`src/rtl/core/fsre_pkg.sv`:
```
// ----------------------------------------------------------------------------
// fsre_pkg
// Shared constants, codes and types of the frame scale and rotate engine.
// ----------------------------------------------------------------------------
`default_nettype none

package fsre_pkg;

   localparam int MAX_WIDTH  = 256;
   localparam int MAX_HEIGHT = 256;

   localparam int SIZE_W   = 9;
   localparam int MODE_W   = 3;
   localparam int PIXEL_W  = 24;
   localparam int COORD_W  = 8;
   localparam int ADDR_W   = $clog2(MAX_WIDTH * MAX_HEIGHT);
   localparam int DEPTH    = MAX_WIDTH * MAX_HEIGHT;
   localparam int FRAME_W  = 2 * SIZE_W;
   localparam int CSR_IDX_W = 3;

   // divider geometry: dividend is coordinate times size
   localparam int DIVIDEND_W = COORD_W + SIZE_W - 1;
   localparam int DIVISOR_W  = SIZE_W;
   localparam int DIV_CNT_W  = $clog2(DIVIDEND_W);

   localparam logic [SIZE_W-1:0] MAX_W_SIZE = SIZE_W'(MAX_WIDTH);
   localparam logic [SIZE_W-1:0] MAX_H_SIZE = SIZE_W'(MAX_HEIGHT);
   localparam logic [SIZE_W-1:0] SIZE_RESET = SIZE_W'(256);

   // register indexes
   localparam logic [CSR_IDX_W-1:0] CSR_SOURCE_WIDTH  = 3'd0;
   localparam logic [CSR_IDX_W-1:0] CSR_SOURCE_HEIGHT = 3'd1;
   localparam logic [CSR_IDX_W-1:0] CSR_TARGET_WIDTH  = 3'd2;
   localparam logic [CSR_IDX_W-1:0] CSR_TARGET_HEIGHT = 3'd3;
   localparam logic [CSR_IDX_W-1:0] CSR_TRANSFORM     = 3'd4;

   // transform modes
   localparam logic [MODE_W-1:0] MODE_SCALE     = 3'd0;
   localparam logic [MODE_W-1:0] MODE_TURN_A    = 3'd1;
   localparam logic [MODE_W-1:0] MODE_TURN_B    = 3'd2;
   localparam logic [MODE_W-1:0] MODE_MIRROR_LR = 3'd3;
   localparam logic [MODE_W-1:0] MODE_MIRROR_UD = 3'd4;

   // commands
   localparam logic CMD_LOAD = 1'b0;
   localparam logic CMD_READ = 1'b1;

   typedef struct packed {
      logic                  start;
      logic [DIVIDEND_W-1:0] dividend;
      logic [DIVISOR_W-1:0]  divisor;
   } div_req_type;

   typedef struct packed {
      logic                  done;
      logic [DIVIDEND_W-1:0] quotient;
   } div_rsp_type;

   function automatic logic [SIZE_W-1:0] clamp_size(input logic [SIZE_W-1:0] v,
                                                    input logic [SIZE_W-1:0] max_v);
      logic [SIZE_W-1:0] r;
      r = v;
      if (v == '0) r = SIZE_W'(1);
      else if (v > max_v) r = max_v;
      return r;
   endfunction

endpackage

`default_nettype wire

```
`src/rtl/core/fsre_divider.sv`:
```
// ----------------------------------------------------------------------------
// fsre_divider
// Restoring divider, one quotient bit per cycle, shared by row and column.
// ----------------------------------------------------------------------------
`default_nettype none

module fsre_divider (
   input  wire                  clock,
   input  wire                  reset,
   input  fsre_pkg::div_req_type req,
   output fsre_pkg::div_rsp_type rsp
);

   logic [fsre_pkg::DIVISOR_W:0]    rem_ff, rem_in;
   logic [fsre_pkg::DIVIDEND_W-1:0] quo_ff, quo_in;
   logic [fsre_pkg::DIVISOR_W-1:0]  divisor_ff, divisor_in;
   logic [fsre_pkg::DIV_CNT_W-1:0]  count_ff, count_in;
   logic                            active_ff, active_in;
   logic                            done_ff, done_in;

   logic [fsre_pkg::DIVISOR_W:0] trial;
   logic                         fits;

   assign trial = {rem_ff[fsre_pkg::DIVISOR_W-1:0], quo_ff[fsre_pkg::DIVIDEND_W-1]};
   assign fits  = (trial >= {1'b0, divisor_ff});

   always_comb begin
      rem_in     = rem_ff;
      quo_in     = quo_ff;
      divisor_in = divisor_ff;
      count_in   = count_ff;
      active_in  = active_ff;
      done_in    = 1'b0;
      if (req.start) begin
         rem_in     = '0;
         quo_in     = req.dividend;
         divisor_in = req.divisor;
         count_in   = fsre_pkg::DIV_CNT_W'(fsre_pkg::DIVIDEND_W - 1);
         active_in  = 1'b1;
      end else if (active_ff) begin
         // shift in next dividend bit, subtract when it fits
         rem_in = fits ? (trial - {1'b0, divisor_ff}) : trial;
         quo_in = {quo_ff[fsre_pkg::DIVIDEND_W-2:0], fits};
         count_in = count_ff - 1'b1;
         if (count_ff == '0) begin
            active_in = 1'b0;
            done_in   = 1'b1;
         end
      end
   end

   always_ff @(posedge clock) begin
      if (reset) begin
         count_ff  <= '0;
         active_ff <= 1'b0;
         done_ff   <= 1'b0;
      end else begin
         count_ff  <= count_in;
         active_ff <= active_in;
         done_ff   <= done_in;
      end
   end

   always_ff @(posedge clock) begin
      rem_ff     <= rem_in;
      quo_ff     <= quo_in;
      divisor_ff <= divisor_in;
   end

   assign rsp.done     = done_ff;
   assign rsp.quotient = quo_ff;

endmodule

`default_nettype wire

```
`config.mk`:
```
export PLATFORM = sky130hd
export DESIGN_NAME = fsre_divider
export DESIGN_NICKNAME = d
export VERILOG_FILES = /design/src/rtl/core/fsre_pkg.sv /design/src/rtl/core/fsre_divider.sv
export SDC_FILE = /design/constraint.sdc
export NUM_CORES = 1
export LEC_CHECK = 0
export BUFFER_PORTS_ARGS = -buffer_cell sky130_fd_sc_hd__buf_2
export CORE_MARGIN = 2
export CORE_UTILIZATION = 58
export CTS_BUF_LIST = sky130_fd_sc_hd__clkbuf_16
export CTS_CLUSTER_SIZE = 16
export DETAILED_ROUTE_END_ITERATION = 12
export PLACE_DENSITY = 0.86
export SYNTH_ARGS = -nofsm -noshare
export SYNTH_HDL_FRONTEND = slang
export SYNTH_SLANG_ARGS = --single-unit
```
`constraint.sdc`:
```
create_clock -name clock -period 6 [get_ports clock]
set_input_delay 0.3 -clock clock [delete_from_list [all_inputs] [get_ports clock]]
set_output_delay 0.3 -clock clock [all_outputs]
set_load 0.01 [all_outputs]
```
Word-level counts from Yosys, hierarchy flattened:

Cells that the tools add are included.

* register bits after elaboration: 40
* bits of input ports: 28
* output and inout port bits: 17

* $add $sub $neg: 2
* $lt $le $gt $ge: 1
* multiplexer cells: 9
* bitwise gates (word level): 1
* reductions and logical operators: 3

Operator list (number)
* 2-to-1 mux 16 bit: 2
* >= comparator 10 x 9 -> 1 bit: 1
* 2-to-1 mux 9 bit: 1
* subtractor 9 bit: 1
* 2-to-1 mux 4 bit: 2
* zero test 4 bit: 1
* 2-to-1 mux 1 bit: 4
* subtractor 4 x 1 -> 4 bit, second input constant: 1
* OR reduction 3 bit: 1
* nonzero test 2 bit: 1
* NOT 1 bit: 1

Depth between registers and ports, before layout:

* depth in word-level cells: 4
* mapped depth: 9

Worst setup path after synthesis:

No wires, ideal clock.

* path type: register to register
* start point: register quo_ff[15] (netlist bit)
* end point: register rem_ff[0] (netlist bit)
* arrival: 2684 ps
* path slack: 3231 ps
* cell stages (with the launch flop): 10
* path buffers: 0
* period minus slack after synthesis: 2769 ps
* cell sequence: edfxtp_1 -> inv_1 -> ha_1 -> inv_1 -> fa_1 -> a211o_1 -> a221o_1 -> o31ai_4 -> mux2_2 -> a211oi_1

* cells in the longest elaborated chain, start to end: 2
* elaborated cells on any way between the ends: 3
* those cells by class: add/sub: 1; order compare: 1; mux: 1

RTL lines
* start: declaration: line fsre_divider.sv:15 `logic [fsre_pkg::DIVIDEND_W-1:0] quo_ff, quo_in;`
* start signal: assignment: line fsre_divider.sv:66 `quo_ff <= quo_in;`
* subtractor 9 bit / >= comparator 10 x 9 -> 1 bit (equally long branches): line fsre_divider.sv:42, fsre_divider.sv:25
* 2-to-1 mux 9 bit *: line fsre_divider.sv:42 `rem_in = fits ? (trial - {1'b0, divisor_ff}) : trial;`
* end signal: assignment: line fsre_divider.sv:65 `rem_ff <= rem_in;`
* end: declaration: line fsre_divider.sv:14 `logic [fsre_pkg::DIVISOR_W:0] rem_ff, rem_in;`

Mark *: on every way between the ends. The rest lies on a longest branch, timed or not.
A chain may end at the register's enable or synchronous reset.

Final worst setup path:

Same ends and word-level chain as after synthesis.

==> results.tsv <==
stage	metric	value	unit
cts	clk slew on worst S/H paths	60	ps
layout	nets	270	
logic_synthesis	top cells by count, synth	25 x edfxtp_1, 20 x nor2_1, 16 x inv_1, 16 x mux2_2, 15 x dfxtp_1	
setup_path	Critical Path Most Common Cell	inv_1	
sta	RSZ-0062 raised after global routing	false	
logic_synthesis	Mapped Area	0.002057	mm²
cts	Hold Buf Count CTS	0	
floorplanning	Die H	63.55	µm
global_routing	vias in the first global route	1587	
sta	Hold Worst Slack	196.7	ps
layout	ANT cells	0	
floorplanning	die area	0.004039	mm²
sta	Fin Setup TNS	0	ps
global_routing	GRT Total Usage	0.2227	
place	HPWL Detailed	3002	µm
logic_synthesis	Unique masters post-synth	37	
logic_synthesis	post-synthesis compound-gate area fraction	0.1423	
hold_path	Hold Crit Class	primary input to flip-flop	
setup_path	CP Launch Type	flip-flop	
setup_path	slowest stage delay, CP	450	ps
routing	starting DRC count in detailed routing	97	
routing	Residual DRC	0	
routing	Final ANT Viol Nets	0	
place	IO Port Bufs	44	
floorplanning	Die W	63.55	µm
logic_synthesis	count leader, synth	edfxtp_1	
sta	Worst Clk Skew	7.990	ps
cts	CTS H-Tree Depth	2	
logic_synthesis	Synth Flop Type	edfxtp_1	
routing	DR pass1 iterations	4	
pwr	VDD IR max	0.2622	mV
cts	TritonCTS clock tree	yes	
cts	clk_lat worst skew	280	ps
sta	Final period util	0.4922	
logic_synthesis	Synth area leaders	edfxtp_1 36%, dfxtp_1 15%, mux2_2 8.8%	
routing	via count	1595	
logic_synthesis	Post-synth EDFFs	25	
logic_synthesis	top cell type's share of synthesized area	0.3650	
cts	Gates resized, CTS repair	0	
routing	drt via density	5.737	
sta	worst slew pin tran	783.3	ps
sta	Slew Limit Fails	0	
setup_path	WS Path Type	flip-flop to flip-flop	
flow_run	max_cap viols	0	
floorplanning	Core Area	0.003363	mm²
floorplanning	# IOs	45	
setup_path	crit-path cells	inv_1, ha_1, inv_1, fa_1, a211o_1, a221o_1, o31ai_4, mux2_2, a211oi_1	
routing	WL per Instance	15.03	µm
setup_path	CP max-delay cell	o31ai_4	
sta	min cycle time layout	2953	ps
floorplanning	Initial Util	0.6116	
logic_synthesis	sequential element share of the synthesized area	0.5109	
logic_synthesis	simple-gate share of the synthesized area	0.1071	
layout	filler instances	251	
sta	Worst slew margin	0.4778	
sta	FMAX	0.3386	GHz
hold_path	hold depth	1	
logic_synthesis	Post-Synth Adder-Cell Area	0.07056	
layout	P&R area growth vs syn	18.92	%
global_routing	global route overflow	0	
setup_path	crit path DAT	3130	ps
logic_synthesis	FFs w/ async S/R, synth	0	
logic_synthesis	Yosys warnings	0	
logic_synthesis	xor/xnor share of the synthesized area	0.02981	
routing	DRT Wirelength	4178	µm
cts	setup bufs post-CTS	0	
logic_synthesis	Yosys reg bits	40	
setup_path	Reg2Reg Depth	9	
layout	utilization after layout	0.7273	
cts	clk sinks	40	
global_routing	global-route wire length before repair	7024	µm
global_routing	largest net degree at the start of global routing	40	
pwr	Leak	1.075	nW
layout	Register Area	0.001051	mm²
cts	TritonCTS buffer count	5	
pwr	pwr/cell area	295.2	mW/mm²
sta	Final Hold Viols	0	
setup_path	CP Data Required Time	6180	ps
floorplanning	row cnt	21	
logic_synthesis	Syn Area/Cell	11.06	µm²
layout	share of cells above drive strength 1	0.2974	
layout	area of the multi-input gates	919.6	µm²
cts	Longest Clk Path Bufs	2	
logic_synthesis	largest family of logic cells by synthesized area	compound AO/OA/AOI/OAI gates	
global_routing	initial antenna violation count	0	
cts	Root Buffer	clkbuf_16	
sta	Finish-stage setup viols	0	
logic_synthesis	Syn Nets	225	
setup_path	Worst setup EP type	flip-flop	
logic_synthesis	cell taking the most area after synthesis	edfxtp_1	
logic_synthesis	cells after synthesis	186	
setup_path	Max FO, Critical Path	10	
place	GPL Wtd Cong	0.8909	
logic_synthesis	mux contribution to synthesized area	0.09732	
outcome	status	completed	
[layout by cell type, fill, tap and decap left out, types with 7 or more instances in the layout]
cell type and instances:
dfxtp_1 15, buf_2 44, o21ai_0 10, mux2_2 16
ha_1 10, inv_1 18, nand2_1 12, nor2_1 20
a21oi_1 7, edfxtp_1 25
[flip-flops by register name, summed over array words and instances (netlist names)]
register	flops
done_ff	1
count_ff	4
active_ff	1
quo_ff	16
rem_ff	9
divisor_ff	9
[cells by family (layout without fill, tap and decap cells)]
logic type                 after synthesis  count (layout)
AOI/OAI and AO/OA                       40              40
xor gates and xnor gates                 7               7
adders and majority gates               11              11
buffers and inverters                   22              68
DFF                                     40              40
muxes                                   18              18
and+or+nand+nor                         48              48
[metal layers]
layer / up-vias / track usage / share of wire
met2: 64 / 0.3789 / 0.49
met5: - / 0 / 0
met3: 4 / 0.05357 / 0.074
li1: 769 / - / -
met1: 758 / 0.2814 / 0.42
met4: 0 / 0.06522 / 0.010
[worst paths after layout]
| path | start | to | slack (ps) |
|---|---|---|---|
| max | quo_ff[15] | rem_ff[0] | 3050 |
| min | req[8] | divisor_ff[8] | 200 |
| max reg2reg | quo_ff[15] | rem_ff[0] | 3050 |
| min reg2reg | rem_ff[8] | rem_ff[8] | 460 |
[power by group]
| part | leakage [nW] | internal [W] | switching [W] |
|---|---|---|---|
| clock network | 0.0762 | 0.000150 | 0.0000940 |
| logic | 0.626 | 0.0000620 | 0.0000779 |
| registers | 0.373 | 0.000322 | 0.0000166 |
| total | 1.08 | 0.000534 | 0.000189 |
[layout make-up]
cell class,instances,area share
sequential,40,0.4297
tap,46,0.02353
clock buffer,5,0.05115
clock inverter,3,0.005115
multi-input combinational,124,0.3760
inverter,16,0.02455
timing repair buffer,44,0.09003
[stage by stage]
stage / total power, W / setup slack (ps) / cells / area (µm²)
6_report: 0.0007222 / 3047 / 278 / 2446
5_1_grt: 0.0007566 / 2902 / 278 / 2446
4_1_cts: 0.0007254 / 3041 / 278 / 2446
3_5_place_dp: 0.0004810 / 3063 / 270 / 2308
3_3_place_gp: 0.0004772 / 3178 / 270 / 2308
2_1_floorplan: 0.0004369 / 3231 / 186 / 2057
[critical path, delay by kind of cell, from the launching register on]
kind                     cells  cell delay [ps]
AO/OA/AOI/OAI                4             1360
adder cells (fa/ha/maj)      2              590
multiplexers                 1              390
flip-flops                   1              370
buffers and inverters        2              150
Note: power is estimated with default switching activity, not from simulation.
